**config.mk**
```make
export PLATFORM = sky130hd
export DESIGN_NAME = fp32_fp16_converter
export DESIGN_NICKNAME = d
export VERILOG_FILES = /design/src/fcv_pkg.sv /design/src/fcv_core.sv /design/src/fp32_fp16_converter.sv
export VERILOG_INCLUDE_DIRS = /design/src /design/src/src
export SDC_FILE = /design/constraint.sdc
export NUM_CORES = 1
export LEC_CHECK = 0
export BUFFER_PORTS_ARGS = -buffer_cell sky130_fd_sc_hd__buf_4
export CAP_MARGIN = 20
export CORE_UTILIZATION = 40
export CTS_CLUSTER_SIZE = 40
export DETAILED_ROUTE_END_ITERATION = 7
export MAX_ROUTING_LAYER = met4
export PLACE_DENSITY = 0.63
export REMOVE_ABC_BUFFERS = 1
export SKIP_LAST_GASP = 1
export SYNTH_ARGS = -nofsm -noshare
export SYNTH_HDL_FRONTEND = slang
export SYNTH_SLANG_ARGS = --single-unit
```
**constraint.sdc**
```tcl
create_clock -name clk_i -period 15.4 [get_ports clk_i]
set_input_delay 0.77 -clock clk_i [delete_from_list [all_inputs] [get_ports clk_i]]
set_output_delay 0.77 -clock clk_i [all_outputs]
set_load 0.01 [all_outputs]
```
**src/fp32_fp16_converter_defines.svh**
```systemverilog
// Assertion macros for the fp32/fp16 converter.
`ifndef FP32_FP16_CONVERTER_DEFINES_SVH
`define FP32_FP16_CONVERTER_DEFINES_SVH
// Check that an antecedent implies a consequent on the next clock.
`define FCV_ASSERT_NEXT(label, clk, rst_n, ante, cons) \
  label: assert property (@(posedge clk) disable iff (!rst_n) (ante) |=> (cons)) \
    else $error("assertion failed");
// Check that a condition holds at every clock.
`define FCV_ASSERT_ALWAYS(label, clk, rst_n, cond) \
  label: assert property (@(posedge clk) disable iff (!rst_n) (cond)) \
    else $error("assertion failed");
`endif

```
**src/fcv_pkg.sv**
```systemverilog
// Package with conversion functions for the fp32/fp16 converter.
`default_nettype none
package fcv_pkg;
  typedef enum logic {
    MODE_NARROW = 1'b0,
    MODE_WIDEN  = 1'b1
  } fcv_mode_e;

  function automatic logic [15:0] fcv_narrow(input logic [31:0] w);
    logic [15:0] sgn;
    logic [7:0]  e;
    logic [22:0] m;
    logic [15:0] mag;
    logic [12:0] rem;
    logic [23:0] sig;
    logic [4:0]  sh;
    logic [23:0] q;
    logic [23:0] rm;
    logic [23:0] half;
    logic [23:0] msk;
    sgn  = {w[31], 15'd0};
    e    = w[30:23];
    m    = w[22:0];
    mag  = '0;
    rem  = '0;
    sig  = {1'b1, m};
    sh   = 5'(8'd126 - e);
    q    = sig >> sh;
    msk  = (24'd1 << sh) - 24'd1;
    rm   = sig & msk;
    half = 24'd1 << (sh - 5'd1);
    if (e == 8'hFF) begin
      fcv_narrow = sgn | ((m != '0) ? 16'h7E00 : 16'h7C00);
    end else if (e >= 8'd143) begin
      fcv_narrow = sgn | 16'h7C00;
    end else if (e == 8'd0) begin
      fcv_narrow = sgn;
    end else if (e >= 8'd113) begin
      mag = {1'b0, 5'(e - 8'd112), m[22:13]};
      rem = m[12:0];
      if (rem > 13'h1000 || (rem == 13'h1000 && mag[0])) begin
        mag = mag + 16'd1;
      end
      fcv_narrow = sgn | mag;
    end else if (e < 8'd102) begin
      fcv_narrow = sgn;
    end else begin
      if (rm > half || (rm == half && q[0])) begin
        q = q + 24'd1;
      end
      fcv_narrow = sgn | q[15:0];
    end
  endfunction

  function automatic logic [31:0] fcv_widen(input logic [15:0] h);
    logic [31:0] sgn;
    logic [4:0]  e;
    logic [9:0]  m;
    logic [3:0]  k;
    logic [10:0] mn;
    sgn = {h[15], 31'd0};
    e   = h[14:10];
    m   = h[9:0];
    k   = 4'd0;
    for (int i = 9; i >= 0; i--) begin
      if (m[i] && k == 4'd0) begin
        k = 4'(10 - i);
      end
    end
    mn = 11'({1'b0, m} << k);
    if (e == 5'h1F) begin
      fcv_widen = sgn | 32'h7F800000 | {9'd0, m, 13'd0} |
                  ((m != '0) ? 32'h00400000 : 32'd0);
    end else if (e == 5'd0) begin
      if (m == '0) begin
        fcv_widen = sgn;
      end else begin
        fcv_widen = sgn | {1'b0, 8'(8'd113 - {4'd0, k}), mn[9:0], 13'd0};
      end
    end else begin
      fcv_widen = sgn | {1'b0, 8'({3'd0, e} + 8'd112), m, 13'd0};
    end
  endfunction
endpackage
`default_nettype wire

```
**src/fcv_core.sv**
```systemverilog
// Combinational conversion datapath between binary32 and binary16.
`default_nettype none
module fcv_core import fcv_pkg::*; (
  input  wire logic        mode_i,
  input  wire logic [31:0] operand_i,
  output logic [31:0]      result_o
);
  always_comb begin
    if (fcv_mode_e'(mode_i) == MODE_NARROW) begin
      result_o = {16'd0, fcv_narrow(operand_i)};
    end else begin
      result_o = fcv_widen(operand_i[15:0]);
    end
  end
endmodule
`default_nettype wire

```
**src/fp32_fp16_converter.sv**
```systemverilog
// Top level of the binary32/binary16 converter.
// done_o rises once start has passed through in_vld_q and then out_vld_q.
// Throughput: one item per cycle; busy is never raised.
// The input register and result register bound the conversion logic.
// Reset clears the valid flags only; no result is shown after reset.
`default_nettype none
`include "fp32_fp16_converter_defines.svh"
module fp32_fp16_converter import fcv_pkg::*; (
  input  wire logic        clk_i,
  input  wire logic        rst_ni,
  input  wire logic        start,
  output logic             busy,
  input  wire logic        mode_i,
  input  wire logic [31:0] operand_i,
  output logic             done_o,
  output logic [31:0]      result_o
);
  logic        in_vld_q, out_vld_q;
  logic        mode_q;
  logic [31:0] op_q, res_d, res_q;

  assign busy = 1'b0;

  always_ff @(posedge clk_i or negedge rst_ni) begin
    if (!rst_ni) begin
      in_vld_q  <= 1'b0;
      out_vld_q <= 1'b0;
    end else begin
      in_vld_q  <= start;
      out_vld_q <= in_vld_q;
    end
  end

  always_ff @(posedge clk_i) begin
    mode_q <= mode_i;
    op_q   <= operand_i;
    res_q  <= res_d;
  end

  fcv_core u_core (
    .mode_i    (mode_q),
    .operand_i (op_q),
    .result_o  (res_d)
  );

  assign done_o   = out_vld_q;
  assign result_o = res_q;

  `FCV_ASSERT_NEXT(a_start_done, clk_i, rst_ni, start, in_vld_q ##1 done_o)
  `FCV_ASSERT_NEXT(a_narrow_hi, clk_i, rst_ni, in_vld_q && !mode_q, res_q[31:16] == 16'd0)
  `FCV_ASSERT_ALWAYS(a_no_busy, clk_i, rst_ni, !busy)
endmodule
`default_nettype wire

```
==> flow_summary.yaml <==
die:
  rows: 44
  die_y_um: 124
  initial_core_util: 0.410
  core_area_um2: 14600
  die_w_um: 124
  dieArea_um2: 15500
  ios: 70
place:
  gp_congestion: 0.957
  place_inst: 941
  dp_hpwl_um: 14100
  dp_worst_setup_slack_ns: 8.94
  port_buffers: 68
critical_path:
  path_delay_family: "simple AND/OR/NAND/NOR gates"
  cp_common_cell: "ha_1"
  worstPathRequired_ns: 15.61
  slowest_stage: "nor3b_2"
  setup.worst_path.class: "reg -> reg"
  cp-end-kind: "register"
  cp_num_buf_inv: 2
  r2r_cells: 23
  cp_slowest_stage_delay_ns: 0.51
  crit_chain: "buf_4 > ha_1 > nand3_1 > xor2_1 > buf_4 > nor2_4 > nand3_1 > ha_1 > o2111a_1 > nand2_1 > mux2i_1 > a22oi_1 > nor2b_1 > ha_1 > nand4_1 > nor4_1 > a22oi_1 > o211ai_1 > a21oi_1 > nor3b_2 > nor4b_4 > xnor2_1 > o211ai_2"
  worst-endpoint-arrival_ns: 6.35
  cp.depth: 23
  cp-start-kind: "register"
  cp_max_fo: 27
sta:
  hold_viol_final: 0
  drv_slew: 0
  postLayoutSetupSlackWorst_ns: 9.26
  period_share: 0.399
  skew_ns: 0.00769
  rsz0062_at_grt: "no"
  finalSetupViolations: 0
  slew_headroom: 0.475
  finalSetupTns_ns: 0
  worstMarginPinSlew_ns: 0.787
  fin_crit_ns: 6.14
  fmax_ghz: 0.163
yosys:
  seq_area_frac_synth: 0.222
  synthArstFlopShare: 0.0303
  synth_cell_types: 90
  synth_warnings: 0
  synth_area_per_cell_um2: 8.08
  synth_ff_type: "dfxtp_1"
  yosys.cell_count.top_type: "nand2_1"
  synth_top_area_frac: 0.214
  synth_seq_cells: 66
  synth_common_cells: "nand2_1 (88), dfxtp_1 (64), nor2_1 (60), a21oi_1 (48), ha_1 (38)"
  syn_area_um2: 5990
  synth.largest_area_cell: "dfxtp_1"
  synth_area_leaders: "dfxtp_1 (21%), ha_1 (7.9%), nand2_1 (5.5%), mux2i_1 (4.5%), mux4_2 (4.5%)"
  synth_edf_count: 0
  syn_inst: 741
layout:
  stdcell_count: 958
  drive_gt1_frac: 0.185
  num_antenna_cells: 0
  nets: 843
  area_growth_pct: 13.5
routing:
  drcViolationCount: 0
  wl_met1_um: 8650
  top_layer: "met4"
  vias: 5883
  ant_nets: 0
  dr.pass1.iters: 7
  routedWlPerCell_um: 20.1
  wl_met3_um: 1540
  routed_wl_um: 19200
  drt_iter0_markers: 542
  wl_met2_um: 8730
  vias_per_cell: 6.14
clocking:
  cts_root_buf: "clkbuf_16"
  cts_hold_repair.buffers: 0
  post_cts_buffers: 0
  clock_path_buffers: 2
  clk_pin_slew_ns: 0.06
  cts_sinks: 66
  cts_buffers: 9
  clock_latency_ns: 0.34
  ctsResizeCount: 0
  tritoncts: "built"
  cts_max_level: 3
power:
  leakagePower_uw: 0.00274
  ir_worst_vdd_uv: 58.5
  powerDensity_nw_per_um2: 89.5
grt:
  track_usage: 0.253
  grt_antenna_before_repair: 0
  grt_overflow: 0
  grt_pass1_wl_um: 30300
  first_global_vias: 5487
  grt_max_degree: 35
flow_run:
  maxCapViolCount: 0
min_path:
  hp-class: "in -> async"
status:
  status: "completed"
-- kinds of logic (layout without fill, tap and decap cells) --
kind of cell               after synthesis  after routing  share of synthesized area
AOI/OAI and AO/OA                      177            177                      0.198
other                                    1              1                   0.000626
xor gates and xnor gates                34             34                     0.0523
and+or+nand+nor                        292            292                      0.247
muxes                                   59             59                      0.140
DFF                                     66             66                      0.222
adders and majority gates               38             38                     0.0794
buffers and inverters                   74            107                     0.0598
-- placed cells by master, fill, tap and decap left out, types with 4 or more instances in the layout --
master	netlist	layout
buf_4	4	76
inv_1	13	13
dfxtp_1	64	64
nand4_1	9	9
nor2_1	60	60
mux4_1	5	5
a22oi_1	8	8
mux2i_1	27	27
or3_1	5	5
ha_1	38	38
nor3_1	20	20
o211ai_1	9	9
a21boi_0	7	7
a211o_1	4	4
o22ai_1	9	9
nor4_1	8	8
nor2b_1	13	13
mux2_2	15	15
nand2b_1	8	8
mux4_2	12	12
a21oi_1	48	48
nand3_1	37	37
nand2_1	88	88
xnor2_1	18	18
clkbuf_16	0	9
and2_1	13	13
xor2_1	14	14
and3_1	10	10
a31oi_1	4	4
a211oi_1	5	5
o21a_1	4	4
a21o_1	4	4
o21ai_0	35	35
-- path summary, 6_finish.rpt --
check	to	startpoint	slack (ns)
max	result_o[15]$_DFF_P_	op_q[23]$_DFF_P_	9.26
min	done_o$_DFF_PN0_	rst_ni	0.20
max reg2reg	result_o[15]$_DFF_P_	op_q[23]$_DFF_P_	9.26
min reg2reg	done_o$_DFF_PN0_	in_vld_q$_DFF_PN0_	0.35
max in group asynchronous	in_vld_q$_DFF_PN0_	rst_ni	15.11
min in group clk_i	done_o$_DFF_PN0_	in_vld_q$_DFF_PN0_	0.35
-- where the power goes --
part	internal, uW	total (uW)	switching [uW]	leakage, uW
clock network	127	213	86.4	0.000142
logic	83.7	197	113	0.00204
registers	182	198	16.3	0.000559
total	392	608	216	0.00274
-- per-layer routing --
metal  GRT usage  vias up
met1       0.349     2822
met3      0.0421       25
met2       0.385      273
met5           -        -
li1            -     2763
met4      0.0595        0
-- registers in the layout (all words and copies together), names as in the netlist --
signal and flops:
op_q 32, mode_q 1, result_o 31, in_vld_q 1
done_o 1
-- per-stage QoR --
stage          hold slack [ns]  area [um2]  utilization  total power (uW)
2_1_floorplan            0.331        5690            -               331
3_3_place_gp             0.335        6480        0.445               391
3_5_place_dp             0.335        6480        0.445               394
4_1_cts                  0.197        6790        0.465               607
5_1_grt                  0.190        6790        0.466               639
6_report                 0.203        6790        0.466               608
-- layout make-up --
| cell class | count | area (um2) |
|---|---|---|
| flip-flops and latches | 66 | 1330 |
| well taps | 184 | 230 |
| inverters | 15 | 57.6 |
| clock buffers | 9 | 225 |
| clock inverters | 7 | 76.3 |
| repair buffers | 76 | 571 |
| multi-input cells | 601 | 4300 |
| fillers | 1390 | 7790 |
(Power assumes the default switching activity.)
